--- src/rtl/core/assert_macros.svh ---
// Assertion macros shared by the raycaster RTL.
`ifndef ASSERT_MACROS_SVH
`define ASSERT_MACROS_SVH
`ifndef NO_ASSERTIONS
`define RGD_ASSERT(name, clk, rst_n, prop) \
  name: assert property (@(posedge clk) disable iff (!rst_n) (prop)) \
    else $error("assertion failed");
`define RGD_ASSERT_NEVER(name, clk, rst_n, expr) \
  name: assert property (@(posedge clk) disable iff (!rst_n) !(expr)) \
    else $error("forbidden condition seen");
`else
`define RGD_ASSERT(name, clk, rst_n, prop)
`define RGD_ASSERT_NEVER(name, clk, rst_n, expr)
`endif
`endif

--- src/rtl/core/rgd_pkg.sv ---
// Types, constants and helpers of the grid DDA raycaster.
package rgd_pkg;

  localparam int SCREEN_W = 800;
  localparam int SCREEN_H = 600;
  localparam int GRID_W   = 8;
  localparam int GRID_H   = 8;

  localparam int COL_W      = 10;
  localparam int PIX_W      = 10;
  localparam int CELL_W     = 3;
  localparam int POS_W      = 15;
  localparam int VEC_W      = 16;
  localparam int CFG_IDX_W  = 3;
  localparam int CFG_DATA_W = 16;

  localparam int FRAC_W   = 12;
  localparam int FRAC_ONE = 1 << FRAC_W;
  localparam int VEC_FRAC = 14;

  localparam int DIV_W     = $clog2(SCREEN_H + 1) + 28;
  localparam int DIV_CNT_W = $clog2(DIV_W);

  localparam int SC_W   = $clog2(SCREEN_W) + 2;
  localparam int CAM_W  = 16;
  localparam int PROD_W = 32;
  localparam int RAY_W  = PROD_W - VEC_FRAC;
  localparam int DQ_W   = 31;
  localparam int DLT_W  = 41;
  localparam int FRC_W  = FRAC_W + 1;
  localparam int SD_W   = 58;

  // camera coordinate by reciprocal multiply: exact while 2^CAM_SH > SCREEN_W^2
  localparam int              CAM_SH  = 2 * $clog2(SCREEN_W);
  localparam longint unsigned CAM_RCP =
    ((64'd1 << (VEC_FRAC + CAM_SH)) + 64'(SCREEN_W) - 64'd1) / 64'(SCREEN_W);
  localparam int              RCP_W   = VEC_FRAC + CAM_SH - $clog2(SCREEN_W) + 2;
  localparam int              CPR_W   = SC_W + RCP_W;

  localparam int WALK_LIMIT = GRID_W + GRID_H + 2;
  localparam int WALK_W     = $clog2(WALK_LIMIT + 1);
  localparam int GX_W       = $clog2(GRID_W);
  localparam int GY_W       = $clog2(GRID_H);
  localparam int MC_W       = ((GX_W > GY_W) ? GX_W : GY_W) + 2;
  localparam int CELLS      = GRID_W * GRID_H;
  localparam int ADDR_W     = $clog2(CELLS);

  localparam int HT_W   = $clog2(2 * SCREEN_H + 1);
  localparam int HALF_H = SCREEN_H / 2;

  localparam logic [POS_W-1:0]        RST_POS_X   = POS_W'(6144);
  localparam logic [POS_W-1:0]        RST_POS_Y   = POS_W'(22528);
  localparam logic signed [VEC_W-1:0] RST_DIR_X   = 16'sd0;
  localparam logic signed [VEC_W-1:0] RST_DIR_Y   = -16'sd16384;
  localparam logic signed [VEC_W-1:0] RST_PLANE_X = 16'sd10813;
  localparam logic signed [VEC_W-1:0] RST_PLANE_Y = 16'sd0;

  typedef enum logic [CFG_IDX_W-1:0] {
    CFG_POS_X   = 3'd0,
    CFG_POS_Y   = 3'd1,
    CFG_DIR_X   = 3'd2,
    CFG_DIR_Y   = 3'd3,
    CFG_PLANE_X = 3'd4,
    CFG_PLANE_Y = 3'd5
  } cfg_idx_e;

  typedef struct packed {
    logic [POS_W-1:0]        pos_x;
    logic [POS_W-1:0]        pos_y;
    logic signed [VEC_W-1:0] dir_x;
    logic signed [VEC_W-1:0] dir_y;
    logic signed [VEC_W-1:0] plane_x;
    logic signed [VEC_W-1:0] plane_y;
  } cfg_t;

  typedef enum logic [4:0] {
    CMD_NONE    = 5'd0,
    CMD_LOAD    = 5'd1,
    CMD_WRITE   = 5'd2,
    CMD_CAM_SET = 5'd4,
    CMD_MULX    = 5'd5,
    CMD_MULY    = 5'd6,
    CMD_RAY     = 5'd7,
    CMD_DX_DIV  = 5'd8,
    CMD_DX_SET  = 5'd9,
    CMD_DY_DIV  = 5'd10,
    CMD_DY_SET  = 5'd11,
    CMD_SIDE_X  = 5'd12,
    CMD_SIDE_Y  = 5'd13,
    CMD_STEP    = 5'd14,
    CMD_H_DIV   = 5'd15,
    CMD_H_SET   = 5'd16,
    CMD_EMIT    = 5'd17
  } cmd_e;

  typedef struct packed {
    logic in_op;
    logic div_done;
    logic hit;
    logic out_free;
  } status_t;

  // power-on map contents: border ring plus four inner pillars
  function automatic logic reset_wall(input logic [MC_W-1:0] x, input logic [MC_W-1:0] y);
    logic border;
    logic pillar;
    border = (x == '0) || (y == '0) || (x == MC_W'(GRID_W - 1)) || (y == MC_W'(GRID_H - 1));
    pillar = ((x == MC_W'(2)) || (x == MC_W'(4))) && ((y == MC_W'(2)) || (y == MC_W'(4)))
             && (x < MC_W'(GRID_W - 1)) && (y < MC_W'(GRID_H - 1));
    return border || pillar;
  endfunction

endpackage

--- src/rtl/core/rgd_cfg_regs.sv ---
// Viewer pose and camera configuration registers.
module rgd_cfg_regs (
  input  logic                           clk_i,
  input  logic                           rst_ni,
  input  logic                           cfg_valid_i,
  output logic                           cfg_ready_o,
  input  logic [rgd_pkg::CFG_IDX_W-1:0]  cfg_index_i,
  input  logic [rgd_pkg::CFG_DATA_W-1:0] cfg_data_i,
  output rgd_pkg::cfg_t                  cfg_o
);
  import rgd_pkg::*;

  cfg_t cfg_q;

  assign cfg_ready_o = 1'b1;
  assign cfg_o       = cfg_q;

  always_ff @(posedge clk_i or negedge rst_ni) begin
    if (!rst_ni) begin
      cfg_q.pos_x   <= RST_POS_X;
      cfg_q.pos_y   <= RST_POS_Y;
      cfg_q.dir_x   <= RST_DIR_X;
      cfg_q.dir_y   <= RST_DIR_Y;
      cfg_q.plane_x <= RST_PLANE_X;
      cfg_q.plane_y <= RST_PLANE_Y;
    end else if (cfg_valid_i) begin
      case (cfg_idx_e'(cfg_index_i))
        CFG_POS_X:   cfg_q.pos_x   <= cfg_data_i[POS_W-1:0];
        CFG_POS_Y:   cfg_q.pos_y   <= cfg_data_i[POS_W-1:0];
        CFG_DIR_X:   cfg_q.dir_x   <= cfg_data_i;
        CFG_DIR_Y:   cfg_q.dir_y   <= cfg_data_i;
        CFG_PLANE_X: cfg_q.plane_x <= cfg_data_i;
        CFG_PLANE_Y: cfg_q.plane_y <= cfg_data_i;
        default: ;
      endcase
    end
  end

endmodule

--- config.mk ---
export PLATFORM = sky130hd
export DESIGN_NAME = rgd_cfg_regs
export DESIGN_NICKNAME = d
export VERILOG_FILES = /design/src/rtl/core/assert_macros.svh /design/src/rtl/core/rgd_pkg.sv /design/src/rtl/core/rgd_cfg_regs.sv
export SDC_FILE = /design/constraint.sdc
export NUM_CORES = 1
export LEC_CHECK = 0
export BUFFER_PORTS_ARGS = -buffer_cell sky130_fd_sc_hd__buf_4
export CORE_ASPECT_RATIO = 0.7
export CORE_MARGIN = 3
export CORE_UTILIZATION = 54
export DETAILED_ROUTE_END_ITERATION = 12
export PLACE_DENSITY = 0.84
export RECOVER_POWER = 50
export SKIP_CTS_REPAIR_TIMING = 1
export SYNTH_ARGS = -nofsm -noshare
export SYNTH_HDL_FRONTEND = slang
export SYNTH_SLANG_ARGS = --single-unit
--- constraint.sdc ---
create_clock -name clk_i -period 1.6 [get_ports clk_i]
set_input_delay 0.4 -clock clk_i [delete_from_list [all_inputs] [get_ports clk_i]]
set_output_delay 0.4 -clock clk_i [all_outputs]
set_load 0.01 [all_outputs]
; ---- Word-level counts from Yosys, hierarchy flattened
; Cells that the tools add are included.
[classes]
eq_ne = 5
n_reduce_logical = 7
[ops]
columns = cell, n
row1 = AND reduction 2 bit, 6
row2 = == test 3 x 2 -> 1 bit (second input constant), 2
row3 = == test 3 bit (second input constant), 2
row4 = == test 3 x 1 -> 1 bit (second input constant), 1
row5 = zero test 3 bit, 1
[word_totals]
regBits = 94
inputBits = 22
out_inout_bits = 95
word_cells = 18

; ---- Longest topological paths before layout
[logic_depth]
depth_word = 2
depth_mapped = 5
depth_no_buf = 2

; ---- Worst setup path after synthesis
; OpenSTA, ideal clock, no wires.
[synth_timing]
kind = input port to flip-flop
startpoint = input cfg_index_i[0] in the netlist's numbering
endpoint = register cfg_q, in the netlist cfg_o[79]
setup_ps = 125
t_arrival_ps = 1428
required_time_ps = 1475
path_slack_ps = 47
cell_stages = 4
path_buffers = 2
path_cell_list = buf_6 nor4b_4 buf_6 mux2_2
[synth_between]
elab_chain_len = 2
[synth_rtl]
columns = element, line
row1 = from (decl), rgd_cfg_regs.sv:7  ; input logic [rgd_pkg::CFG_IDX_W-1:0] cfg_index_i,
row2 = zero test 3 bit, rgd_cfg_regs.sv:27  ; case (cfg_idx_e'(cfg_index_i))
row3 = AND reduction 2 bit (no line), --
row4 = to (decl), rgd_cfg_regs.sv:13  ; cfg_t cfg_q;
; Every way passes these cells.
; A chain may end at the register's enable or synchronous reset.

; ---- Final worst setup path
[layout_timing]
startpoint = input cfg_index_i[0] in the netlist's numbering
endpoint = register cfg_q, in the netlist cfg_o[83]
; The elaborated chain is that of the path after synthesis.

==> summary.md <==
| Metric | Value |
|---|---|
| Status | finished, final reports clean |
| Initial DRC count | 83 |
| Synthesized area | 0.00372 mm^2 |
| Max_slew headroom | 44.3% |
| RSZ-0062 raised after global routing | false |
| Hold Violations, Final | 0 |
| Fin Setup TNS | 0 ps |
| Vias in the first global route | 2345 |
| Clock share of power | 22.0% |
| Synth Area per Inst | 18.1 um^2 |
| Clk_lat worst skew | 350 ps |
| Worst Hold Class | primary input to flip-flop |
| Proportion of layout cells with a drive suffix above 1 | 71.3% |
| Yosys warns | 0 |
| Max reg flops | 94 |
| Post-synthesis sequential area ratio | 63.8% |
| Setup crit end kind | flip-flop |
| I/O Pins | 117 |
| Core area | 0.00646 mm^2 |
| Per-cell routed wire length | 19.0 um |
| Multiplexer share of the synthesized area | 30.5% |
| WHS | 303 ps |
| Final nets | 359 |
| Starting density of the core | 57.6% |
| Largest family of logic cells by synthesized area | multiplexers |
| Crit path buffers/inverters | 2 |
| CP delay by family, top | buffers and inverters |
| Adder-Cell Fraction of Synth Area | 0% |
| Max_cap viols | 0 |
| Final period utilization | 90.9% |
| Sw power | 1.85 mW |
| Gpl congestion | 0.747 |
| Global-route wire length before repair | 13000 um |
| Sw frac | 28.1% |
| Crit Path Max Fanout | 7 |
| Area Growth Syn to Fin | 31.3% |
| Worst-Margin Slew | 836 ps |
| Simple-gate share of the synthesized area | 2.39% |
| Net Count, Synth | 228 |
| Compound-cell area share of the yosys netlist | 0% |
| Max-slew violation count | 0 |
| Worst Setup Start Kind | primary input |
| Cell Rows | 24 |
| CTS Buffer Depth | 2 |
| Worst path arrival time | 1700 ps |
| CTS buffer count | 9 |
| Die area | 0.00793 mm^2 |
| Initial antenna violation count | 0 |
| Crit-path cells | clkbuf_1 > nor4b_4 > clkbuf_1 > mux2_2 |
| Comb power frac | 28.1% |
| Critical Path Max Stage Delay | 440 ps |
| # setup viols final | 0 |
| Cells after Synth | 206 |
| Power Total | 6.57 mW |
| H-tree levels | 3 |
| DRC | 0 |
| DIE WIDTH | 105 um |
| Internal power | 4.72 mW |
| Die Ht | 75.4 um |
| WP data required | 1850 ps |
| Vias | 2244 |
| Antenna Nets Post-Route | 0 |
| Total global-route track usage | 21.9% |
| Critical setup path kind | primary input to flip-flop |
| Largest net degree at the start of global routing | 31 |
| Final HPWL DP | 6080 um |
| CTS tree | built |
| Flop and latch count out of synthesis | 94 |
| Drt via density | 5.18 |
| Min cycle time layout | 1460 ps |
| PD cells | 1340 mW/mm^2 |
| Clock Sinks | 94 |
| Clk pin slew, worst setup/hold paths | 90 ps |
| Ant diodes | 0 |
| Max Freq | 0.687 GHz |
| CTS root buf | clkbuf_8 |
| Slowest stage cell on the critical path | clkbuf_1 |
| Routed wire length | 8240 um |
| Setup Skew | 0 ps |
| Count of cell types in the netlist | 13 |
| Gr ovfl total | 0 |
| Max VDD drop | 0.834 mV |
| Drt pass-1 iters | 4 |
| Crit path top cell by count | clkbuf_1 |
| Leakage power figure | 2.29 nW |
| Synth Area in XOR/XNOR | 0% |
| Reg power frac | 49.9% |
| Port bufs | 115 |
==> stage by stage <==
step	setup slack, ps	area [um^2]	instances	util, %
2_1_floorplan	47.1	3720	206	-
3_3_place_gp	46.0	4750	416	73.6
3_5_place_dp	-29.0	4750	416	73.6
4_1_cts	156	4940	432	76.5
5_1_grt	73.1	4880	433	75.6
6_report	145	4880	433	75.6
==> cells in the final DEF (no fill, tap or decap) <==
master | Yosys | routed
and4bb_1 | 2 | 2
nor4b_4 | 1 | 1
mux2_2 | 74 | 74
clkbuf_1 | 0 | 6
clkinv_4 | 0 | 1
conb_1 | 1 | 1
nand4b_1 | 0 | 1
buf_12 | 1 | 4
mux2_4 | 20 | 12
dfstp_2 | 15 | 15
clkbuf_2 | 0 | 4
dfrtp_1 | 79 | 79
clkbuf_8 | 0 | 11
clkinvlp_4 | 0 | 3
buf_4 | 4 | 117
dlygate4sd3_1 | 0 | 1
nor4bb_4 | 0 | 1
mux2_1 | 0 | 8
nand4b_2 | 2 | 1
==> path summary, 6_finish.rpt <==
kind / startpoint / endpoint / slack (ps) / cells past startpoint
min reg2reg: cfg_o[59] / cfg_o[59] / 510 / 1
max in group asynchronous: rst_ni / cfg_o[78] / 190 / 3
max: cfg_index_i[0] / cfg_o[83] / 140 / 4
min: cfg_data_i[15] / cfg_o[63] / 300 / 2
max reg2reg: cfg_o[72] / cfg_o[72] / 800 / 1
min in group asynchronous: rst_ni / cfg_o[52] / 670 / 2
==> cell type report <==
cell class,count,area [um^2]
clock buffers,12,155
clock inverters,4,31.3
fillers,422,1570
multi-input cells,101,1200
flip-flops and latches,94,2370
well taps,91,114
repair buffers,131,1010
==> power by group through the flow <==
stage          Clock [mW]  Combinational, mW  Sequential, mW
2_1_floorplan           0              0.579            3.51
3_3_place_gp            0               1.86            3.30
3_5_place_dp            0               1.92            3.33
4_1_cts              1.48               1.92            3.29
5_1_grt              1.57               1.98            3.35
6_report             1.44               1.85            3.28
==> logic make-up after synthesis <==
group | Yosys count
flip-flops | 94
AND/OR/NAND/NOR | 6
other | 1
buffers and inverters | 11
multiplexers | 94
==> per-layer routing <==
layer	track usage, %	vias up	part of all wire [%]
met3	8.55	11	7.4
met1	28.5	1152	44
met2	35.7	79	48
met5	0	-	0
met4	4.80	0	1.2
li1	-	1002	-
==> cells in the mapped netlist, drive strengths merged <==
library cell / number / area, um^2
buf: 11 / 121
mux2: 94 / 1130
dfstp: 15 / 394
dfrtp: 79 / 1980
nor4b: 1 / 23.8
nand4b: 2 / 30.0
and4bb: 2 / 25.0
conb: 1 / 3.75
nor4bb: 1 / 10.0
Power figures use the tool's default switching activity.
