===== src/rtl/core/assert_macros.svh =====
// Assertion macros shared by the raycaster RTL.
`ifndef ASSERT_MACROS_SVH
`define ASSERT_MACROS_SVH
`ifndef NO_ASSERTIONS
`define RGD_ASSERT(name, clk, rst_n, prop) \
  name: assert property (@(posedge clk) disable iff (!rst_n) (prop)) \
    else $error("assertion failed");
`define RGD_ASSERT_NEVER(name, clk, rst_n, expr) \
  name: assert property (@(posedge clk) disable iff (!rst_n) !(expr)) \
    else $error("forbidden condition seen");
`else
`define RGD_ASSERT(name, clk, rst_n, prop)
`define RGD_ASSERT_NEVER(name, clk, rst_n, expr)
`endif
`endif


===== src/rtl/core/rgd_pkg.sv =====
// Types, constants and helpers of the grid DDA raycaster.
package rgd_pkg;

  localparam int SCREEN_W = 800;
  localparam int SCREEN_H = 600;
  localparam int GRID_W   = 8;
  localparam int GRID_H   = 8;

  localparam int COL_W      = 10;
  localparam int PIX_W      = 10;
  localparam int CELL_W     = 3;
  localparam int POS_W      = 15;
  localparam int VEC_W      = 16;
  localparam int CFG_IDX_W  = 3;
  localparam int CFG_DATA_W = 16;

  localparam int FRAC_W   = 12;
  localparam int FRAC_ONE = 1 << FRAC_W;
  localparam int VEC_FRAC = 14;

  localparam int DIV_W     = $clog2(SCREEN_H + 1) + 28;
  localparam int DIV_CNT_W = $clog2(DIV_W);

  localparam int SC_W   = $clog2(SCREEN_W) + 2;
  localparam int CAM_W  = 16;
  localparam int PROD_W = 32;
  localparam int RAY_W  = PROD_W - VEC_FRAC;
  localparam int DQ_W   = 31;
  localparam int DLT_W  = 41;
  localparam int FRC_W  = FRAC_W + 1;
  localparam int SD_W   = 58;

  // camera coordinate by reciprocal multiply: exact while 2^CAM_SH > SCREEN_W^2
  localparam int              CAM_SH  = 2 * $clog2(SCREEN_W);
  localparam longint unsigned CAM_RCP =
    ((64'd1 << (VEC_FRAC + CAM_SH)) + 64'(SCREEN_W) - 64'd1) / 64'(SCREEN_W);
  localparam int              RCP_W   = VEC_FRAC + CAM_SH - $clog2(SCREEN_W) + 2;
  localparam int              CPR_W   = SC_W + RCP_W;

  localparam int WALK_LIMIT = GRID_W + GRID_H + 2;
  localparam int WALK_W     = $clog2(WALK_LIMIT + 1);
  localparam int GX_W       = $clog2(GRID_W);
  localparam int GY_W       = $clog2(GRID_H);
  localparam int MC_W       = ((GX_W > GY_W) ? GX_W : GY_W) + 2;
  localparam int CELLS      = GRID_W * GRID_H;
  localparam int ADDR_W     = $clog2(CELLS);

  localparam int HT_W   = $clog2(2 * SCREEN_H + 1);
  localparam int HALF_H = SCREEN_H / 2;

  localparam logic [POS_W-1:0]        RST_POS_X   = POS_W'(6144);
  localparam logic [POS_W-1:0]        RST_POS_Y   = POS_W'(22528);
  localparam logic signed [VEC_W-1:0] RST_DIR_X   = 16'sd0;
  localparam logic signed [VEC_W-1:0] RST_DIR_Y   = -16'sd16384;
  localparam logic signed [VEC_W-1:0] RST_PLANE_X = 16'sd10813;
  localparam logic signed [VEC_W-1:0] RST_PLANE_Y = 16'sd0;

  typedef enum logic [CFG_IDX_W-1:0] {
    CFG_POS_X   = 3'd0,
    CFG_POS_Y   = 3'd1,
    CFG_DIR_X   = 3'd2,
    CFG_DIR_Y   = 3'd3,
    CFG_PLANE_X = 3'd4,
    CFG_PLANE_Y = 3'd5
  } cfg_idx_e;

  typedef struct packed {
    logic [POS_W-1:0]        pos_x;
    logic [POS_W-1:0]        pos_y;
    logic signed [VEC_W-1:0] dir_x;
    logic signed [VEC_W-1:0] dir_y;
    logic signed [VEC_W-1:0] plane_x;
    logic signed [VEC_W-1:0] plane_y;
  } cfg_t;

  typedef enum logic [4:0] {
    CMD_NONE    = 5'd0,
    CMD_LOAD    = 5'd1,
    CMD_WRITE   = 5'd2,
    CMD_CAM_SET = 5'd4,
    CMD_MULX    = 5'd5,
    CMD_MULY    = 5'd6,
    CMD_RAY     = 5'd7,
    CMD_DX_DIV  = 5'd8,
    CMD_DX_SET  = 5'd9,
    CMD_DY_DIV  = 5'd10,
    CMD_DY_SET  = 5'd11,
    CMD_SIDE_X  = 5'd12,
    CMD_SIDE_Y  = 5'd13,
    CMD_STEP    = 5'd14,
    CMD_H_DIV   = 5'd15,
    CMD_H_SET   = 5'd16,
    CMD_EMIT    = 5'd17
  } cmd_e;

  typedef struct packed {
    logic in_op;
    logic div_done;
    logic hit;
    logic out_free;
  } status_t;

  // power-on map contents: border ring plus four inner pillars
  function automatic logic reset_wall(input logic [MC_W-1:0] x, input logic [MC_W-1:0] y);
    logic border;
    logic pillar;
    border = (x == '0) || (y == '0) || (x == MC_W'(GRID_W - 1)) || (y == MC_W'(GRID_H - 1));
    pillar = ((x == MC_W'(2)) || (x == MC_W'(4))) && ((y == MC_W'(2)) || (y == MC_W'(4)))
             && (x < MC_W'(GRID_W - 1)) && (y < MC_W'(GRID_H - 1));
    return border || pillar;
  endfunction

endpackage


===== src/rtl/core/rgd_ctrl.sv =====
// Sequencer that steps the raycaster datapath through a cast or a map write.
module rgd_ctrl (
  input  logic               clk_i,
  input  logic               rst_ni,
  input  logic               in_valid_i,
  output logic               in_ready_o,
  input  rgd_pkg::status_t   stat_i,
  output rgd_pkg::cmd_e      cmd_o
);
  import rgd_pkg::*;

  typedef enum logic [17:0] {
    S_IDLE  = 18'h00001,
    S_WRITE = 18'h00002,
    S_CAM   = 18'h00004,
    S_MULX  = 18'h00010,
    S_MULY  = 18'h00020,
    S_RAY   = 18'h00040,
    S_DX    = 18'h00080,
    S_DX_W  = 18'h00100,
    S_DY    = 18'h00200,
    S_DY_W  = 18'h00400,
    S_SIDEX = 18'h00800,
    S_SIDEY = 18'h01000,
    S_STEP  = 18'h02000,
    S_CHECK = 18'h04000,
    S_HT    = 18'h08000,
    S_HT_W  = 18'h10000,
    S_EMIT  = 18'h20000
  } state_e;

  state_e state_q;
  state_e state_d;
  cmd_e   cmd;

  assign in_ready_o = (state_q == S_IDLE);
  assign cmd_o      = cmd;

  always_comb begin
    state_d = state_q;
    cmd     = CMD_NONE;
    case (state_q)
      S_IDLE: begin
        if (in_valid_i) begin
          cmd     = CMD_LOAD;
          state_d = stat_i.in_op ? S_WRITE : S_CAM;
        end
      end
      S_WRITE: begin
        cmd     = CMD_WRITE;
        state_d = S_EMIT;
      end
      S_CAM: begin
        cmd     = CMD_CAM_SET;
        state_d = S_MULX;
      end
      S_MULX: begin
        cmd     = CMD_MULX;
        state_d = S_MULY;
      end
      S_MULY: begin
        cmd     = CMD_MULY;
        state_d = S_RAY;
      end
      S_RAY: begin
        cmd     = CMD_RAY;
        state_d = S_DX;
      end
      S_DX: begin
        cmd     = CMD_DX_DIV;
        state_d = S_DX_W;
      end
      S_DX_W: begin
        if (stat_i.div_done) begin
          cmd     = CMD_DX_SET;
          state_d = S_DY;
        end
      end
      S_DY: begin
        cmd     = CMD_DY_DIV;
        state_d = S_DY_W;
      end
      S_DY_W: begin
        if (stat_i.div_done) begin
          cmd     = CMD_DY_SET;
          state_d = S_SIDEX;
        end
      end
      S_SIDEX: begin
        cmd     = CMD_SIDE_X;
        state_d = S_SIDEY;
      end
      S_SIDEY: begin
        cmd     = CMD_SIDE_Y;
        state_d = S_STEP;
      end
      S_STEP: begin
        cmd     = CMD_STEP;
        state_d = S_CHECK;
      end
      S_CHECK: begin
        state_d = stat_i.hit ? S_HT : S_STEP;
      end
      S_HT: begin
        cmd     = CMD_H_DIV;
        state_d = S_HT_W;
      end
      S_HT_W: begin
        if (stat_i.div_done) begin
          cmd     = CMD_H_SET;
          state_d = S_EMIT;
        end
      end
      S_EMIT: begin
        if (stat_i.out_free) begin
          cmd     = CMD_EMIT;
          state_d = S_IDLE;
        end
      end
      default: state_d = S_IDLE;
    endcase
  end

  always_ff @(posedge clk_i or negedge rst_ni) begin
    if (!rst_ni) begin
      state_q <= S_IDLE;
    end else begin
      state_q <= state_d;
    end
  end

endmodule


===== config.mk =====
export PLATFORM = sky130hd
export DESIGN_NAME = rgd_ctrl
export DESIGN_NICKNAME = d
export VERILOG_FILES = /design/src/rtl/core/assert_macros.svh /design/src/rtl/core/rgd_pkg.sv /design/src/rtl/core/rgd_ctrl.sv
export SDC_FILE = /design/constraint.sdc
export NUM_CORES = 1
export LEC_CHECK = 0
export BUFFER_PORTS_ARGS = -buffer_cell sky130_fd_sc_hd__buf_2
export CAP_MARGIN = 20
export CORE_MARGIN = 8
export CORE_UTILIZATION = 59
export CTS_CLUSTER_SIZE = 12
export DETAILED_ROUTE_END_ITERATION = 6
export GPL_TIMING_DRIVEN = 0
export PLACE_DENSITY = 0.8
export SYNTH_ARGS = -nofsm -noshare
export SYNTH_HDL_FRONTEND = slang
export SYNTH_SLANG_ARGS = --single-unit
export TNS_END_PERCENT = 100

===== constraint.sdc =====
create_clock -name clk_i -period 5.9 [get_ports clk_i]
set_input_delay 1.18 -clock clk_i [delete_from_list [all_inputs] [get_ports clk_i]]
set_output_delay 1.18 -clock clk_i [all_outputs]
set_load 0.03 [all_outputs]

After elaboration in Yosys (flattened, before gate mapping)
Index checks and enable logic that the tools add are counted.

Bits in registers: 18. Input bits: 7. Output and inout port bits: 6. Logic and storage cells: 38.

Equal/unequal tests: 22. Reductions and logical operators: 1. Muxes and demuxes: 14.

Operator list (count): 18-bit case mux with 17 select lines (1); 18-bit two-way mux (5); 5-bit case mux with 16 select lines (1); 18-bit by 1-bit equality test with 1-bit output, second input constant (1); 18-bit by 10-bit equality test with 1-bit output, second input constant (1); 18-bit by 11-bit equality test with 1-bit output, second input constant (1); 18-bit by 12-bit equality test with 1-bit output, second input constant (1); 18-bit by 13-bit equality test with 1-bit output, second input constant (1); 18-bit by 14-bit equality test with 1-bit output, second input constant (1); 18-bit by 15-bit equality test with 1-bit output, second input constant (1); 18-bit by 16-bit equality test with 1-bit output, second input constant (1); 18-bit by 17-bit equality test with 1-bit output, second input constant (1); 18-bit equality test, second input constant (1); 18-bit by 2-bit equality test with 1-bit output, second input constant (1); 18-bit by 3-bit equality test with 1-bit output, second input constant (1); 18-bit by 5-bit equality test with 1-bit output, second input constant (1); 18-bit by 6-bit equality test with 1-bit output, second input constant (1); 18-bit by 7-bit equality test with 1-bit output, second input constant (1); 18-bit by 8-bit equality test with 1-bit output, second input constant (1); 18-bit by 9-bit equality test with 1-bit output, second input constant (1); 16-bit two-way mux (1); 5-bit two-way mux (2); 2-bit inequality test, second input constant (5); 4-bit two-way mux (2); 3 further kinds (3).

Depth between registers and ports, before layout
Depth in word-level cells: 3. Mapped depth: 6. Gate-level depth less buffers: 6.

Worst setup path before layout
No wires, ideal clock.

Path type: register to output. Start: register state_q[5]. End: output cmd_o[0]. Data required time: 4.720 ns. Data arrival time: 2.114 ns. Setup slack: 2.606 ns. Buffers on the path: 0. Cell stages (with the launch flop): 7. Cell sequence: dfrtp_1 nor4_1 nand4_1 or3_2 nor3b_1 nor4_1 nand4_1.

Word-level cells in the longest chain between the ends: 2. Elaborated cells on any way between the ends: 17.

Ends and longest elaborated chain: start: declaration (line rgd_ctrl.sv:32) `state_e state_q;`; start signal: assignment (line rgd_ctrl.sv:128) `state_q <= state_d;`; 18-bit equality test (tied with other cells) (line rgd_ctrl.sv:42) `case (state_q)`; 5-bit case mux with 16 select lines * (line rgd_ctrl.sv:42); end: declaration (line rgd_ctrl.sv:8) `output rgd_pkg::cmd_e cmd_o`.

Every way passes the cells marked *; elsewhere a longest branch is shown, timed or not.

Worst setup path after layout
Ends and elaborated chain as after synthesis.

==> flow_summary.yaml <==
outcome:
  status: "finished, final reports clean"
detailed_routing:
  drc: 0
  dr_wl_met3_um: 101
  wl_met2_um: 1070
  antenna_left: 0
  vias_per_cell: 6.43
  dr.pass1.iters: 4
  wl_per_cell_um: 16.3
  top_layer_used: "met4"
  vias: 874
  drtIter0Drc: 41
  wl_met1_um: 984
  finalWirelength_um: 2220
sta:
  skew_ps: 1.95
  post-route-period-util_pct: 67.7
  setup_violations: 0
  report.final.slew_viol_count: 0
  rsz0062_at_grt: "no"
  final_hold_viol_count: 0
  max-slew-margin-rel_pct: 61.8
  final_period_minus_worst_setup_slack_ps: 3990
  setup_slack_ps: 1910
  worst_hold_slack_ps: 521
  finalSetupTns_ps: 0
  fmax_mhz: 250
  tightest_slew_ps: 567
finish:
  top_regs: "state_q x17"
  fillers: 133
  mostFrequentLayoutCells: "dfrtp_1 (16), buf_2 (12), nand2_1 (9), nor3b_1 (9), nor4_1 (8)"
  top_register: "state_q"
  largest_reg_flops: 17
  drive_gt1_share_pct: 20.8
  multiInputGateArea_um2: 539
  fin_util_pct: 70.6
  diodes: 0
  nets: 128
  final_common_cell: "dfrtp_1"
  seqCellArea_um2: 427
  area.growth.synth_to_final_pct: 11.0
pwr:
  p_int_mw: 0.229
  power.switching_mw: 0.179
  power_leakage_nw: 0.543
  power_density_nw_per_um2: 374
  p_clk_share_pct: 15.5
  p_sw_share_pct: 43.9
  comb_power_share_pct: 47.8
  ir_drop_mv: 0.273
  sequentialPowerShare_pct: 36.7
logic_synthesis:
  synthCells: 104
  synth.distinct_cells: 32
  ys_seq_area_share_pct: 43.5
  syn_area_um2: 981
  synth_warnings: 0
  avgSynthCellArea_um2: 9.43
  ys_seq_elements: 17
  synth_nets: 111
setup_path:
  arrival_ps: 2810
  crit_buf_inv: 1
  crit_family: "simple AND/OR/NAND/NOR gates"
  critPathMaxStageDelay_ps: 550
  ff2ff_setup_slack_ps: 3420
  cp-start-kind: "flip-flop"
  path_cells: "nor4_1, nand4_1, or3_2, nor3b_1, nor4_1, nand4_1, buf_2"
  worst-path-max-fanout: 5
  endpoint_kind: "output pin"
  cp_slowest_cell: "nor4_1"
  r2r_end: "state_q[17]"
  required_ps: 4720
  critPathKind: "flip-flop to output pin"
  ff2ff_path_depth: 6
  r2r-start: "state_q[4]"
cts:
  cts.repair.resized: 0
  cts_setup_buffers: 0
  htree_levels: 1
  cts_hold_buf: 0
  clk_pin_slew_ps: 100
  cts_inserted_buffers: 3
  root_buffer: "clkbuf_4"
  clk_latency_ps: 300
  cts.path.max_buffers: 2
  clock_sinks: 17
  cts_tree: "built"
placement:
  dpl.hpwl_um: 1740
  routabilityCongestion: 0.856
  pre_cts_slack_ps: 2240
  io_buffers: 12
grt:
  grt_max_degree: 18
  grt_pass1_vias: 863
  antenna_found_initial: 0
  grt_use_total_pct: 14.7
  grt-ovfl-total: 0
  grt_first_pass_wirelength_um: 3800
floorplanning:
  die_x_um: 56.8
  start_util_pct: 63.6
  core_area_um2: 1540
  io_pins: 13
  dieHeight_um: 56.8
  dieArea_um2: 3220
  placementRows: 14
job:
  cap_violations: 0
worst_hold_path:
  hp-start: "state_q[16]"
  whs_path_depth: 1
  hp-class: "flip-flop to flip-flop"
  hold_end: "state_q[16]"
-- area by class of cell --
type                       count  share of cell area [%]
multi-input combinational     83                    49.5
inverter                       4                    1.38
timing repair buffer          12                    5.52
sequential                    17                    39.2
clock buffer                   3                    2.07
tap                           16                    1.84
clock inverter                 1                   0.460
-- per-stage QoR --
step / power (mW) / instances / area (um^2)
floorplan: 0.295 / 104 / 981
global placement: 0.339 / 132 / 1060
detailed placement: 0.345 / 132 / 1060
CTS: 0.408 / 136 / 1090
global route: 0.434 / 136 / 1090
finish: 0.407 / 136 / 1090
-- worst max-delay path by stage --
stage                          start  slack, ps  depth (start not counted)        to
after floorplan           state_q[5]       2610                          6  cmd_o[0]
after global placement    state_q[5]       2190                          7  cmd_o[0]
after detailed placement  state_q[5]       2240                          7  cmd_o[0]
after CTS                 state_q[5]       1900                          7  cmd_o[0]
after global routing      state_q[5]       1670                          7  cmd_o[0]
final                     state_q[5]       1910                          7  cmd_o[0]
-- synthesized netlist by cell type (all sizes together) --
master / n / area [um^2]
and4b: 2 / 20.0
nand3: 1 / 5.00
or3b: 1 / 8.76
and2: 3 / 18.8
inv: 4 / 15.0
o21ai: 5 / 25.0
nor4: 9 / 62.6
dfrtp: 16 / 400
and4: 1 / 8.76
o211ai: 1 / 12.5
a211o: 1 / 8.76
nor2b: 2 / 12.5
or4: 2 / 22.5
nand2: 9 / 33.8
xnor2: 3 / 26.3
nor3b: 9 / 67.6
a21o: 3 / 22.5
dfstp: 1 / 26.3
a21oi: 2 / 10.0
nand4: 6 / 37.5
or3: 2 / 13.8
nor3: 7 / 35.0
o22a: 1 / 8.76
nand3b: 2 / 15.0
or2b: 2 / 16.3
or4b: 1 / 13.8
nor2: 7 / 26.3
o21bai: 1 / 7.51
-- kinds of logic after synthesis --
group | after synthesis | share of synthesized area, %
simple gates | 66 | 42.6
flops | 17 | 43.5
compound gates | 14 | 9.69
buf+inv | 4 | 1.53
xor+xnor | 3 | 2.68
-- per-layer routing --
| layer | vias to the layer above | global-route usage, % |
|---|---|---|
| li1 | 427 | - |
| met1 | 414 | 17.0 |
| met2 | 25 | 23.8 |
| met3 | 8 | 4.27 |
| met4 | 0 | 7.72 |
| met5 | - | 0 |
-- power groups by stage --
| stage | combinational (mW) | clock (mW) | sequential (mW) |
|---|---|---|---|
| 2_1_floorplan | 0.148 | 0 | 0.148 |
| 3_3_place_gp | 0.189 | 0 | 0.150 |
| 3_5_place_dp | 0.194 | 0 | 0.151 |
| 4_1_cts | 0.195 | 0.0641 | 0.149 |
| 5_1_grt | 0.212 | 0.0694 | 0.152 |
| 6_report | 0.195 | 0.0632 | 0.150 |
-- worst register-to-register path, stage by stage (launching register included) --
cell and delay [ps]:
dfrtp_1 450, nor4_2 510, nand2_1 160, or4_4 440
or4b_4 520, o211ai_2 160, o21ai_1 120
No activity file was read; power rests on OpenSTA's default activity.
