<file path="config.mk">
export PLATFORM = sky130hd
export DESIGN_NAME = rgd_datapath
export DESIGN_NICKNAME = d
export VERILOG_FILES = /design/src/rtl/core/assert_macros.svh /design/src/rtl/core/rgd_pkg.sv /design/src/rtl/core/rgd_div.sv /design/src/rtl/core/rgd_datapath.sv
export SDC_FILE = /design/constraint.sdc
export NUM_CORES = 2
export LEC_CHECK = 0
export BUFFER_PORTS_ARGS = -buffer_cell sky130_fd_sc_hd__buf_2
export CAP_MARGIN = 30
export CORE_MARGIN = 5
export CORE_UTILIZATION = 45
export DETAILED_ROUTE_END_ITERATION = 10
export SLEW_MARGIN = 10
export SYNTH_ARGS = -nofsm -noshare
export SYNTH_HDL_FRONTEND = slang
export SYNTH_SLANG_ARGS = --single-unit
</file>
<file path="constraint.sdc">
create_clock -name clk_i -period 8.8 [get_ports clk_i]
set_input_delay 0.44 -clock clk_i [delete_from_list [all_inputs] [get_ports clk_i]]
set_output_delay 0.44 -clock clk_i [all_outputs]
set_load 0.1 [all_outputs]
</file>
<file path="src/rtl/core/assert_macros.svh">
// Assertion macros shared by the raycaster RTL.
`ifndef ASSERT_MACROS_SVH
`define ASSERT_MACROS_SVH
`ifndef NO_ASSERTIONS
`define RGD_ASSERT(name, clk, rst_n, prop) \
  name: assert property (@(posedge clk) disable iff (!rst_n) (prop)) \
    else $error("assertion failed");
`define RGD_ASSERT_NEVER(name, clk, rst_n, expr) \
  name: assert property (@(posedge clk) disable iff (!rst_n) !(expr)) \
    else $error("forbidden condition seen");
`else
`define RGD_ASSERT(name, clk, rst_n, prop)
`define RGD_ASSERT_NEVER(name, clk, rst_n, expr)
`endif
`endif

</file>
<file path="src/rtl/core/rgd_pkg.sv">
// Types, constants and helpers of the grid DDA raycaster.
package rgd_pkg;

  localparam int SCREEN_W = 800;
  localparam int SCREEN_H = 600;
  localparam int GRID_W   = 8;
  localparam int GRID_H   = 8;

  localparam int COL_W      = 10;
  localparam int PIX_W      = 10;
  localparam int CELL_W     = 3;
  localparam int POS_W      = 15;
  localparam int VEC_W      = 16;
  localparam int CFG_IDX_W  = 3;
  localparam int CFG_DATA_W = 16;

  localparam int FRAC_W   = 12;
  localparam int FRAC_ONE = 1 << FRAC_W;
  localparam int VEC_FRAC = 14;

  localparam int DIV_W     = $clog2(SCREEN_H + 1) + 28;
  localparam int DIV_CNT_W = $clog2(DIV_W);

  localparam int SC_W   = $clog2(SCREEN_W) + 2;
  localparam int CAM_W  = 16;
  localparam int PROD_W = 32;
  localparam int RAY_W  = PROD_W - VEC_FRAC;
  localparam int DQ_W   = 31;
  localparam int DLT_W  = 41;
  localparam int FRC_W  = FRAC_W + 1;
  localparam int SD_W   = 58;

  // camera coordinate by reciprocal multiply: exact while 2^CAM_SH > SCREEN_W^2
  localparam int              CAM_SH  = 2 * $clog2(SCREEN_W);
  localparam longint unsigned CAM_RCP =
    ((64'd1 << (VEC_FRAC + CAM_SH)) + 64'(SCREEN_W) - 64'd1) / 64'(SCREEN_W);
  localparam int              RCP_W   = VEC_FRAC + CAM_SH - $clog2(SCREEN_W) + 2;
  localparam int              CPR_W   = SC_W + RCP_W;

  localparam int WALK_LIMIT = GRID_W + GRID_H + 2;
  localparam int WALK_W     = $clog2(WALK_LIMIT + 1);
  localparam int GX_W       = $clog2(GRID_W);
  localparam int GY_W       = $clog2(GRID_H);
  localparam int MC_W       = ((GX_W > GY_W) ? GX_W : GY_W) + 2;
  localparam int CELLS      = GRID_W * GRID_H;
  localparam int ADDR_W     = $clog2(CELLS);

  localparam int HT_W   = $clog2(2 * SCREEN_H + 1);
  localparam int HALF_H = SCREEN_H / 2;

  localparam logic [POS_W-1:0]        RST_POS_X   = POS_W'(6144);
  localparam logic [POS_W-1:0]        RST_POS_Y   = POS_W'(22528);
  localparam logic signed [VEC_W-1:0] RST_DIR_X   = 16'sd0;
  localparam logic signed [VEC_W-1:0] RST_DIR_Y   = -16'sd16384;
  localparam logic signed [VEC_W-1:0] RST_PLANE_X = 16'sd10813;
  localparam logic signed [VEC_W-1:0] RST_PLANE_Y = 16'sd0;

  typedef enum logic [CFG_IDX_W-1:0] {
    CFG_POS_X   = 3'd0,
    CFG_POS_Y   = 3'd1,
    CFG_DIR_X   = 3'd2,
    CFG_DIR_Y   = 3'd3,
    CFG_PLANE_X = 3'd4,
    CFG_PLANE_Y = 3'd5
  } cfg_idx_e;

  typedef struct packed {
    logic [POS_W-1:0]        pos_x;
    logic [POS_W-1:0]        pos_y;
    logic signed [VEC_W-1:0] dir_x;
    logic signed [VEC_W-1:0] dir_y;
    logic signed [VEC_W-1:0] plane_x;
    logic signed [VEC_W-1:0] plane_y;
  } cfg_t;

  typedef enum logic [4:0] {
    CMD_NONE    = 5'd0,
    CMD_LOAD    = 5'd1,
    CMD_WRITE   = 5'd2,
    CMD_CAM_SET = 5'd4,
    CMD_MULX    = 5'd5,
    CMD_MULY    = 5'd6,
    CMD_RAY     = 5'd7,
    CMD_DX_DIV  = 5'd8,
    CMD_DX_SET  = 5'd9,
    CMD_DY_DIV  = 5'd10,
    CMD_DY_SET  = 5'd11,
    CMD_SIDE_X  = 5'd12,
    CMD_SIDE_Y  = 5'd13,
    CMD_STEP    = 5'd14,
    CMD_H_DIV   = 5'd15,
    CMD_H_SET   = 5'd16,
    CMD_EMIT    = 5'd17
  } cmd_e;

  typedef struct packed {
    logic in_op;
    logic div_done;
    logic hit;
    logic out_free;
  } status_t;

  // power-on map contents: border ring plus four inner pillars
  function automatic logic reset_wall(input logic [MC_W-1:0] x, input logic [MC_W-1:0] y);
    logic border;
    logic pillar;
    border = (x == '0) || (y == '0) || (x == MC_W'(GRID_W - 1)) || (y == MC_W'(GRID_H - 1));
    pillar = ((x == MC_W'(2)) || (x == MC_W'(4))) && ((y == MC_W'(2)) || (y == MC_W'(4)))
             && (x < MC_W'(GRID_W - 1)) && (y < MC_W'(GRID_H - 1));
    return border || pillar;
  endfunction

endpackage

</file>
<file path="src/rtl/core/rgd_div.sv">
// Restoring divider, one quotient bit per cycle.
module rgd_div (
  input  logic                      clk_i,
  input  logic                      rst_ni,
  input  logic                      start_i,
  input  logic [rgd_pkg::DIV_W-1:0] dividend_i,
  input  logic [rgd_pkg::DIV_W-1:0] divisor_i,
  output logic [rgd_pkg::DIV_W-1:0] quotient_o,
  output logic                      done_o
);
  import rgd_pkg::*;

  logic                 busy_q;
  logic                 done_q;
  logic [DIV_CNT_W-1:0] cnt_q;
  logic [DIV_W-1:0]     rem_q;
  logic [DIV_W-1:0]     quo_q;
  logic [DIV_W-1:0]     dvs_q;
  logic [DIV_W:0]       shifted;
  logic [DIV_W:0]       diff;
  logic                 fits;

  assign shifted    = {rem_q, quo_q[DIV_W-1]};
  assign diff       = shifted - {1'b0, dvs_q};
  assign fits       = shifted >= {1'b0, dvs_q};
  assign quotient_o = quo_q;
  assign done_o     = done_q;

  always_ff @(posedge clk_i or negedge rst_ni) begin
    if (!rst_ni) begin
      busy_q <= 1'b0;
      done_q <= 1'b0;
      cnt_q  <= '0;
    end else if (start_i) begin
      busy_q <= 1'b1;
      done_q <= 1'b0;
      cnt_q  <= '0;
    end else if (busy_q) begin
      cnt_q <= cnt_q + 1'b1;
      if (cnt_q == DIV_CNT_W'(DIV_W - 1)) begin
        busy_q <= 1'b0;
        done_q <= 1'b1;
      end
    end else begin
      done_q <= 1'b0;
    end
  end

  always_ff @(posedge clk_i) begin
    if (start_i) begin
      rem_q <= '0;
      quo_q <= dividend_i;
      dvs_q <= divisor_i;
    end else if (busy_q) begin
      rem_q <= fits ? diff[DIV_W-1:0] : shifted[DIV_W-1:0];
      quo_q <= {quo_q[DIV_W-2:0], fits};
    end
  end

endmodule

</file>
<file path="src/rtl/core/rgd_datapath.sv">
// Raycaster datapath: ray setup, DDA walk, wall map and line span.
module rgd_datapath (
  input  logic                       clk_i,
  input  logic                       rst_ni,
  input  rgd_pkg::cmd_e              cmd_i,
  input  rgd_pkg::cfg_t              cfg_i,
  input  logic                       op_i,
  input  logic [rgd_pkg::COL_W-1:0]  column_i,
  input  logic [rgd_pkg::CELL_W-1:0] cell_x_i,
  input  logic [rgd_pkg::CELL_W-1:0] cell_y_i,
  input  logic                       cell_wall_i,
  input  logic                       out_ready_i,
  output logic                       out_valid_o,
  output logic [rgd_pkg::COL_W-1:0]  col_out_o,
  output logic [rgd_pkg::PIX_W-1:0]  draw_start_o,
  output logic [rgd_pkg::PIX_W-1:0]  draw_end_o,
  output logic                       hit_side_o,
  output logic                       write_done_o,
  output rgd_pkg::status_t           stat_o
);
  import rgd_pkg::*;

  logic [COL_W-1:0]         col_q;
  logic [CELL_W-1:0]        cx_q;
  logic [CELL_W-1:0]        cy_q;
  logic                     cw_q;
  logic signed [CAM_W-1:0]  cam_q;
  logic signed [PROD_W-1:0] prod_q;
  logic [RAY_W-1:0]         rx_q;
  logic [RAY_W-1:0]         ry_q;
  logic [DLT_W-1:0]         dx_q;
  logic [DLT_W-1:0]         dy_q;
  logic [SD_W-1:0]          sx_q;
  logic [SD_W-1:0]          sy_q;
  logic [SD_W-1:0]          perp_q;
  logic [MC_W-1:0]          mx_q;
  logic [MC_W-1:0]          my_q;
  logic                     side_q;
  logic [WALK_W-1:0]        n_q;
  logic                     oob_q;
  logic                     rd_bit_q;
  logic                     rd_vld_q;
  logic                     rd_rst_q;
  logic [COL_W-1:0]         res_col_q;
  logic [PIX_W-1:0]         res_start_q;
  logic [PIX_W-1:0]         res_end_q;
  logic                     res_side_q;
  logic                     res_done_q;
  logic                     out_valid_q;
  logic [COL_W-1:0]         out_col_q;
  logic [PIX_W-1:0]         out_start_q;
  logic [PIX_W-1:0]         out_end_q;
  logic                     out_side_q;
  logic                     out_done_q;

  logic                     map_q [CELLS];
  logic [CELLS-1:0]         vld_q;

  logic                     div_start;
  logic [DIV_W-1:0]         div_dividend;
  logic [DIV_W-1:0]         div_divisor;
  logic [DIV_W-1:0]         quo;
  logic                     div_done;

  logic [SC_W-1:0]          c_ext;
  logic [SC_W-1:0]          c_clamp;
  logic [SC_W-1:0]          two_c;
  logic                     c_neg;
  logic [SC_W-1:0]          c_mag;
  logic [CPR_W-1:0]         cam_prod;
  logic [CAM_W-1:0]         qc;
  logic [RAY_W-1:0]         rx_mag;
  logic [RAY_W-1:0]         ry_mag;
  logic [RAY_W-1:0]         dir_x_ext;
  logic [RAY_W-1:0]         dir_y_ext;
  logic [FRC_W-1:0]         fxp;
  logic [FRC_W-1:0]         fyp;
  logic [FRC_W+DQ_W-1:0]    sx_prod;
  logic [FRC_W+DQ_W-1:0]    sy_prod;
  logic                     take_x;
  logic [MC_W-1:0]          mx_n;
  logic [MC_W-1:0]          my_n;
  logic                     oob_n;
  logic [ADDR_W-1:0]        rd_addr;
  logic [ADDR_W-1:0]        wr_addr;
  logic                     interior;
  logic                     wall;
  logic [HT_W-1:0]          height;
  logic [HT_W-1:0]          half;
  logic [HT_W-1:0]          lo;
  logic [HT_W-1:0]          hi;

  localparam logic [DLT_W-1:0] DELTA_SAT = {1'b1, {(DLT_W - 1){1'b0}}};

  rgd_div u_div (
    .clk_i      (clk_i),
    .rst_ni     (rst_ni),
    .start_i    (div_start),
    .dividend_i (div_dividend),
    .divisor_i  (div_divisor),
    .quotient_o (quo),
    .done_o     (div_done)
  );

  // camera coordinate: |2c - W| * 2^14 / W, sign applied afterwards
  assign c_ext    = SC_W'(col_q);
  assign c_clamp  = (c_ext > SC_W'(SCREEN_W - 1)) ? SC_W'(SCREEN_W - 1) : c_ext;
  assign two_c    = c_clamp << 1;
  assign c_neg    = two_c < SC_W'(SCREEN_W);
  assign c_mag    = c_neg ? (SC_W'(SCREEN_W) - two_c) : (two_c - SC_W'(SCREEN_W));
  assign cam_prod = CPR_W'(c_mag) * CPR_W'(RCP_W'(CAM_RCP));
  assign qc       = cam_prod[CAM_SH +: CAM_W];

  assign rx_mag    = rx_q[RAY_W-1] ? (~rx_q + 1'b1) : rx_q;
  assign ry_mag    = ry_q[RAY_W-1] ? (~ry_q + 1'b1) : ry_q;
  assign dir_x_ext = {{(RAY_W - VEC_W){cfg_i.dir_x[VEC_W-1]}}, cfg_i.dir_x};
  assign dir_y_ext = {{(RAY_W - VEC_W){cfg_i.dir_y[VEC_W-1]}}, cfg_i.dir_y};

  always_comb begin
    div_start    = 1'b0;
    div_dividend = '0;
    div_divisor  = '0;
    case (cmd_i)
      CMD_DX_DIV: begin
        div_start    = 1'b1;
        div_dividend = DIV_W'(1) << 30;
        div_divisor  = DIV_W'(rx_mag);
      end
      CMD_DY_DIV: begin
        div_start    = 1'b1;
        div_dividend = DIV_W'(1) << 30;
        div_divisor  = DIV_W'(ry_mag);
      end
      CMD_H_DIV: begin
        div_start    = 1'b1;
        div_dividend = DIV_W'(SCREEN_H) << 28;
        div_divisor  = perp_q[DIV_W-1:0];
      end
      default: ;
    endcase
  end

  // distance to the first grid line on each axis
  assign fxp     = rx_q[RAY_W-1] ? FRC_W'(cfg_i.pos_x[FRAC_W-1:0])
                                 : FRC_W'(FRAC_ONE) - FRC_W'(cfg_i.pos_x[FRAC_W-1:0]);
  assign fyp     = ry_q[RAY_W-1] ? FRC_W'(cfg_i.pos_y[FRAC_W-1:0])
                                 : FRC_W'(FRAC_ONE) - FRC_W'(cfg_i.pos_y[FRAC_W-1:0]);
  assign sx_prod = fxp * dx_q[DQ_W-1:0];
  assign sy_prod = fyp * dy_q[DQ_W-1:0];

  // DDA step
  assign take_x = sx_q < sy_q;
  assign mx_n   = take_x ? (mx_q + (rx_q[RAY_W-1] ? {MC_W{1'b1}} : MC_W'(1))) : mx_q;
  assign my_n   = take_x ? my_q : (my_q + (ry_q[RAY_W-1] ? {MC_W{1'b1}} : MC_W'(1)));
  assign oob_n  = mx_n[MC_W-1] || my_n[MC_W-1] ||
                  (mx_n >= MC_W'(GRID_W)) || (my_n >= MC_W'(GRID_H));
  assign rd_addr = ADDR_W'(ADDR_W'(my_n[GY_W-1:0]) * ADDR_W'(GRID_W))
                   + ADDR_W'(mx_n[GX_W-1:0]);
  assign wr_addr = ADDR_W'(ADDR_W'(cy_q) * ADDR_W'(GRID_W)) + ADDR_W'(cx_q);
  assign interior = (int'(cx_q) > 0) && (int'(cx_q) < GRID_W - 1) &&
                    (int'(cy_q) > 0) && (int'(cy_q) < GRID_H - 1);
  assign wall = oob_q | (rd_vld_q ? rd_bit_q : rd_rst_q);

  // line height, saturated at twice the screen height
  always_comb begin
    if (perp_q == '0) begin
      height = HT_W'(2 * SCREEN_H);
    end else if (perp_q[SD_W-1:DIV_W] != '0) begin
      height = '0;
    end else if (quo > DIV_W'(2 * SCREEN_H)) begin
      height = HT_W'(2 * SCREEN_H);
    end else begin
      height = quo[HT_W-1:0];
    end
    half = height >> 1;
    lo   = (half >= HT_W'(HALF_H)) ? '0 : (HT_W'(HALF_H) - half);
    hi   = ((HT_W'(HALF_H) + half) >= HT_W'(SCREEN_H)) ? HT_W'(SCREEN_H - 1)
                                                       : (HT_W'(HALF_H) + half);
  end

  always_ff @(posedge clk_i) begin
    rd_bit_q <= map_q[rd_addr];
    rd_vld_q <= vld_q[rd_addr];
    rd_rst_q <= reset_wall(mx_n, my_n);
    if (cmd_i == CMD_WRITE && interior) begin
      map_q[wr_addr] <= cw_q;
    end
  end

  always_ff @(posedge clk_i or negedge rst_ni) begin
    if (!rst_ni) begin
      vld_q <= '0;
    end else if (cmd_i == CMD_WRITE && interior) begin
      vld_q[wr_addr] <= 1'b1;
    end
  end

  always_ff @(posedge clk_i) begin
    case (cmd_i)
      CMD_LOAD: begin
        col_q <= column_i;
        cx_q  <= cell_x_i;
        cy_q  <= cell_y_i;
        cw_q  <= cell_wall_i;
      end
      CMD_WRITE: begin
        res_col_q   <= '0;
        res_start_q <= '0;
        res_end_q   <= '0;
        res_side_q  <= 1'b0;
        res_done_q  <= interior;
      end
      CMD_CAM_SET: cam_q <= c_neg ? (~qc + 1'b1) : qc;
      CMD_MULX: prod_q <= $signed(cfg_i.plane_x) * cam_q;
      CMD_MULY: begin
        rx_q   <= dir_x_ext + prod_q[PROD_W-1:VEC_FRAC];
        prod_q <= $signed(cfg_i.plane_y) * cam_q;
      end
      CMD_RAY: ry_q <= dir_y_ext + prod_q[PROD_W-1:VEC_FRAC];
      CMD_DX_SET: dx_q <= (rx_q == '0) ? DELTA_SAT : DLT_W'(quo);
      CMD_DY_SET: dy_q <= (ry_q == '0) ? DELTA_SAT : DLT_W'(quo);
      CMD_SIDE_X: begin
        mx_q <= MC_W'(cfg_i.pos_x[POS_W-1:FRAC_W]);
        sx_q <= (rx_q == '0) ? SD_W'({fxp, 40'd0}) : SD_W'(sx_prod);
      end
      CMD_SIDE_Y: begin
        my_q   <= MC_W'(cfg_i.pos_y[POS_W-1:FRAC_W]);
        sy_q   <= (ry_q == '0) ? SD_W'({fyp, 40'd0}) : SD_W'(sy_prod);
        perp_q <= '0;
        side_q <= 1'b0;
        n_q    <= '0;
      end
      CMD_STEP: begin
        if (take_x) begin
          perp_q <= sx_q;
          sx_q   <= sx_q + (SD_W'(dx_q) << FRAC_W);
          side_q <= 1'b0;
        end else begin
          perp_q <= sy_q;
          sy_q   <= sy_q + (SD_W'(dy_q) << FRAC_W);
          side_q <= 1'b1;
        end
        mx_q  <= mx_n;
        my_q  <= my_n;
        oob_q <= oob_n;
        n_q   <= n_q + 1'b1;
      end
      CMD_H_SET: begin
        res_col_q   <= col_q;
        res_start_q <= PIX_W'(lo);
        res_end_q   <= PIX_W'(hi);
        res_side_q  <= side_q;
        res_done_q  <= 1'b0;
      end
      CMD_EMIT: begin
        out_col_q   <= res_col_q;
        out_start_q <= res_start_q;
        out_end_q   <= res_end_q;
        out_side_q  <= res_side_q;
        out_done_q  <= res_done_q;
      end
      default: ;
    endcase
  end

  always_ff @(posedge clk_i or negedge rst_ni) begin
    if (!rst_ni) begin
      out_valid_q <= 1'b0;
    end else if (cmd_i == CMD_EMIT) begin
      out_valid_q <= 1'b1;
    end else if (out_ready_i) begin
      out_valid_q <= 1'b0;
    end
  end

  assign out_valid_o  = out_valid_q;
  assign col_out_o    = out_col_q;
  assign draw_start_o = out_start_q;
  assign draw_end_o   = out_end_q;
  assign hit_side_o   = out_side_q;
  assign write_done_o = out_done_q;

  assign stat_o.in_op    = op_i;
  assign stat_o.div_done = div_done;
  assign stat_o.hit      = wall || (n_q == WALK_W'(WALK_LIMIT));
  assign stat_o.out_free = !out_valid_q || out_ready_i;

endmodule

</file>
### After elaboration in Yosys (flattened, before gate mapping)

Memories as Yosys holds them, arrays and structs flattened. A register that Yosys moved wholly into a read port is not among the register bits.
Index checks and enable logic that the tools add are counted.
Widths: inputs -> output; s select.

* bits in registers: 627
* word-level logic and storage cells: 212
* memories kept: 1
* RAM bits: 64

Memory list
* map_q: depth 64, width 1, read ports 1, clocked after memory_dff 1, wr ports 1, RTL line rgd_datapath.sv:56 `logic map_q [CELLS];`

* equality and inequality tests: 27
* multiply operators: 5
* add/subtract/negate cells: 20
* order comparisons: 18
* bitwise logic cells: 5
* reductions and logical operators: 36
* muxes and demuxes: 60

Operators by type and width (number)
* $pmux 58 s2: 3
* $mux 58: 3
* $add 58x53->58: 2
* $mux 38: 3
* $pmux 38 s3: 1
* $mux 53: 2
* $mul 13x31->44: 2
* $mux 41: 2
* $pmux 38 s2: 1
* $mul 16x16->32: 2
* $or 64x64->64: 1
* $pmux 32 s2: 1
* $pmux 10 s2: 3
* $logic_not 58->1: 1
* $lt 58x58->1: 1
* $eq 5x3->1 const B: 8
* $eq 5x4->1 const B: 8
* $ge 39x38->1: 1
* $gt 38x11->1 const B: 1
* $sub 38x38->38: 1
* $add 18x1->18 const B: 2
* $add 18x18->18: 2
* $logic_not 18->1: 2
* $mul 12x25->36 const B: 1
* 51 further kinds: 117

### Depth between registers and ports, before layout

* depth after elaboration: 9
* depth in mapped cells: 37
* mapped depth without buffers: 35

### Cells and area by module

From an unflattened synthesis, not the netlist that was laid out.

* cell total of the unflattened synthesis: 8978
* area, all modules: 86205.2 um^2

By module, submodules not included
* rgd_datapath: cells an instance 8257, area an instance 78942.0 um^2, instances 1
* rgd_div: cells an instance 721, area an instance 7263.2 um^2, instances 1

### Least setup slack after synthesis

No wires, ideal clock.

* path kind: reg2reg
* from: register col_q[8]
* to: register cam_q[14] (data pin)
* slack: 0.471 ns
* library setup time: 0.258 ns
* data required time: 8.542 ns
* cell stages (with the launch flop): 33
* data arrival time: 8.071 ns
* path through: edfxtp_1 -> clkbuf_1 -> nand2_1 -> nor2_1 -> nor2_1 -> ha_1 -> inv_1 -> nor3_1 -> a31oi_1 -> nor2_1 -> a211o_1 -> a21oi_1 -> fa_1 -> fa_1 -> fa_1 -> inv_1 -> fa_1 -> inv_1 -> fa_1 -> ha_1 -> a21o_1 -> a21oi_1 -> nand2_1 -> nor2_1 -> o211ai_2 -> a41o_1 -> and2_4 -> or2_4 -> a21o_1 -> xor2_1 -> or4_4 -> a21oi_2 -> xnor2_1

* word-level cells in the longest chain between the ends: 8
* elaborated cells on any way between the ends: 10

RTL lines
* start, declared: RTL line rgd_datapath.sv:23 `logic [COL_W-1:0] col_q;`
* start signal, assigned: RTL line rgd_datapath.sv:201 `col_q <= column_i;`
* $gt 10x10->1: RTL line rgd_datapath.sv:107 `assign c_clamp = (c_ext > SC_W'(SCREEN_W - 1)) ? SC_W'(SCREEN_W - 1) : c_ext;`
* $mux 10 *: RTL line rgd_datapath.sv:107
* $sub 11x10->12, or another cell as far along: RTL line rgd_datapath.sv:110 `assign c_mag = c_neg ? (SC_W'(SCREEN_W) - two_c) : (two_c - SC_W'(SCREEN_W));`
* $mux 12: RTL line rgd_datapath.sv:110
* $mul 12x25->36: RTL line rgd_datapath.sv:111 `assign cam_prod = CPR_W'(c_mag) * CPR_W'(RCP_W'(CAM_RCP));`
* $not 16->16: RTL line rgd_datapath.sv:213 `CMD_CAM_SET: cam_q <= c_neg ? (~qc + 1'b1) : qc;`
* $add 16x1->16: RTL line rgd_datapath.sv:213
* $mux 16 *: RTL line rgd_datapath.sv:213
* end signal, assigned: RTL line rgd_datapath.sv:213
* end, declared: RTL line rgd_datapath.sv:27 `logic signed [CAM_W-1:0] cam_q;`

Mark *: on every way between the ends. The rest lies on a longest branch, timed or not.
A chain may end at the register's enable or synchronous reset.

### Worst setup path after layout

* from: register col_q[7]
* to: register cam_q[14] (data pin)

Same word-level chain as after synthesis.

==> run summary <==
Post-Route Setup TNS = 0 ps
DR pass1 iterations = 5
Slew @ Worst Pin = 986.6 ps
worst setup margin = 510.7 ps
Total GRT Usage = 24.62%
Detailed Route Iter0 Violations = 4,197
total gr overflow = 0
power after layout = 40.31 mW
Layout Cells excl Fill = 11,560
DR WL/cell = 21.01 microns
met2 Use GR = 43.02%
via/cell ratio = 5.484
Final period util = 94.20%
Mean Syn Cell Area = 9.551 sq um
critical path's most frequent cell = fa_1
drc violations = 0
routability cong. = 0.9115
Flop pwr share = 13.7%
peak supply drop = 0.0005470 V
die width = 445.3 microns
switching pwr = 19.83 mW
final setup violation count = 0
placed cell count = 11,360
Internal = 20.49 mW
WL final = 242,800 microns
Root Driver = clkbuf_16
Critical Path End Type = register
Seq/Total Area, Yosys = 22.82%
Synth-to-Final Area Change = 8.445%
CORE AREA = 188,200 sq um
initial antenna violation count = 15
ys flop type = edfxtp_1
Async SR Flop Fraction = 10.83%
CTS max path bufs = 3
max-cap viol count = 0
vias in the first global route = 66,300
WS Path Type = register to register
grt met1 use = 31.14%
setup repair after global routing missed its margin = no
Worst-path clk slew = 60 ps
CP required = 9250 ps
die extent in y = 445.3 microns
initial core utilization = 45.31%
clk sinks = 674
Setup Skew = 41.89 ps
final instance area = 92,480 sq um
CP delay by family, top = adder cells
row count = 159
switching fraction of total power = 49.18%
Distinct cells, synth = 92
Crit path largest cell delay = 540 ps
CTS tree = yes
overall die area = 198,300 sq um
IO Port Bufs = 154
worst path bufs/invs = 4
Inserted Clock Buffers = 80
status = finished, final reports clean
fraction of layout cells with a size suffix above 1 = 6.682%
first-pass GRT wire length = 381,200 microns
via count = 63,380
DP Worst Slack = 256.5 ps
startpoint types = register
Layout Utilization = 49.14%
PwrDens = 435.9 nW/um^2
Post-synth EDFFs = 560
max-slew violations = 0
busiest grt layer = met2
CP max FO = 7
Fillers = 17,710
final net count = 11,020
IO Pins = 157
htree depth = 3
P_leak = 42.84 nW
fmax = 0.1206 GHz
M3 GR Usage = 2.872%
post-detail-place hpwl = 192,200 microns
combinational share of power = 77.6%
clk_lat worst skew = 720 ps
slew margin rel. = 34.23%
Post-DRT Antenna Nets = 0
cells after synthesis = 8,929
Yosys Warn Count = 0
Cell Area, Synth = 85,280 sq um
Worst Hold Class = input pin to register
DP Area = 89,310 sq um
Final min period = 8289 ps
Worst EP arrival = 8740 ps
highest-delay cell along the critical path = fa_1
final hold violations = 0
Min Hold Slack = 51.82 ps
largest net degree at the start of global routing = 82
Synth Register Bits = 674
power share of the clock group = 8.6%
multi-input logic area = 59,390 sq um
FF/Latch Area = 19,460 sq um
==> layer usage <==
layer  wire (microns)  share of wire (%)
met1            99800                 41
met2           119500                 49
met3            11480                4.7
met4            11970                4.9
met5               34              0.014
==> Yosys cell counts, types with 52 or more instances <==
cell | n | area share [%]
inv_1 | 1416 | 6.2
fa_1 | 1237 | 29
nand2_1 | 1198 | 5.3
ha_1 | 675 | 9.9
edfxtp_1 | 560 | 20
and2_1 | 431 | 3.2
a21oi_1 | 418 | 2.5
clkbuf_1 | 380 | 1.7
nor2_1 | 366 | 1.6
o21ai_0 | 252 | 1.5
nor2b_1 | 203 | 1.5
xnor2_1 | 195 | 2.0
xor2_1 | 159 | 1.6
a21o_1 | 157 | 1.4
nand2b_1 | 96 | 0.70
nor3_1 | 93 | 0.55
nand3_1 | 81 | 0.48
dfrtp_1 | 73 | 2.1
mux2i_1 | 63 | 0.74
or2_2 | 61 | 0.45
o22ai_1 | 54 | 0.40
and3_1 | 52 | 0.38
==> worst register-to-register path, delay by kind of cell, from the launching register on <==
family | cells | cell delay, ps
xor+xnor | 1 | 80
compound gates | 10 | 2290
fa+ha+maj | 7 | 3220
simple gates | 9 | 1600
buf+inv | 4 | 370
flops | 1 | 500
==> cell type report <==
type	count	area share (%)
Multi-Input combinational cell	6465	64.22
Sequential cell	674	21.05
Inverter	1418	5.755
Tap cell	2495	3.375
Timing Repair Buffer	349	2.621
Clock buffer	102	2.366
Clock inverter	46	0.5980
Antenna cell	7	0.01894
==> power groups by stage <==
stage                     clock (mW)  sequential, mW  combinational (mW)
after global placement             0            5.60                30.8
after global routing            3.70            5.57                35.6
final                           3.48            5.54                31.3
after floorplan                    0            5.31                23.7
after CTS                       3.57            5.54                31.5
after detailed placement           0            5.60                31.3
==> state kept, by name, summed over array words and instances (netlist names), 6 cells and up <==
signal	flops
draw_start_o	10
perp_q	58
col_q	10
res_start_q	10
ry_q	18
u_div.cnt_q	6
u_div.dvs_q	38
cam_q	16
u_div.quotient_o	38
prod_q	18
res_end_q	10
vld_q	64
dy_q	39
res_col_q	10
sy_q	58
rx_q	18
col_out_o	10
draw_end_o	10
dx_q	39
u_div.rem_q	38
map_q	64
sx_q	58
==> placed cells by master, fill, tap and decap left out, types with 32 or more instances in the layout <==
| cell | count |
|---|---|
| or3_1 | 49 |
| buf_4 | 160 |
| o21a_1 | 43 |
| nor3_1 | 85 |
| clkbuf_16 | 83 |
| inv_1 | 1416 |
| or2_2 | 60 |
| xnor2_1 | 187 |
| and3_1 | 52 |
| nand2b_1 | 96 |
| nand2_1 | 1197 |
| o22ai_1 | 53 |
| ha_1 | 675 |
| and2_1 | 431 |
| mux2i_1 | 63 |
| nor2_1 | 357 |
| conb_1 | 38 |
| a31oi_1 | 42 |
| o21ai_0 | 252 |
| a21oi_1 | 415 |
| o31ai_1 | 33 |
| dfxtp_1 | 41 |
| nor2b_1 | 203 |
| xor2_1 | 147 |
| a21o_1 | 156 |
| nor4_1 | 32 |
| edfxtp_1 | 560 |
| dfrtp_1 | 72 |
| fa_1 | 1237 |
| nand4_1 | 37 |
| buf_2 | 153 |
| a221oi_1 | 49 |
| nand3_1 | 81 |
==> final timing paths <==
kind                                endpoint  slack, ps       from  depth (start not counted)
min in group asynchronous       u_div.done_o        250     rst_ni                          2
worst min register to register     vld_q[57]        380  vld_q[57]                          0
max in group asynchronous          vld_q[34]       7910     rst_ni                          3
worst max-delay path               cam_q[14]        510   col_q[7]                         31
worst max register to register     cam_q[14]        510   col_q[7]                         31
worst min-delay path                 mx_q[2]         50  cfg_i[93]                          3
==> cells by family after synthesis <==
kind of cell | share of synthesized area [%]
AOI/OAI and AO/OA | 10.00
xor gates and xnor gates | 3.636
adders and majority gates | 38.94
buffers and inverters | 8.058
DFF | 22.82
muxes | 1.070
other | 0.008806
and+or+nand+nor | 15.46
==> what timing repair did <==
action	in CTS	in global routing
buffers inserted	0	10
gates resized for setup	0	9
hold buffers	24	0
hold endpoints to repair	59	0
endpoints found under the setup margin	0	7
Power figures use the tool's default switching activity.
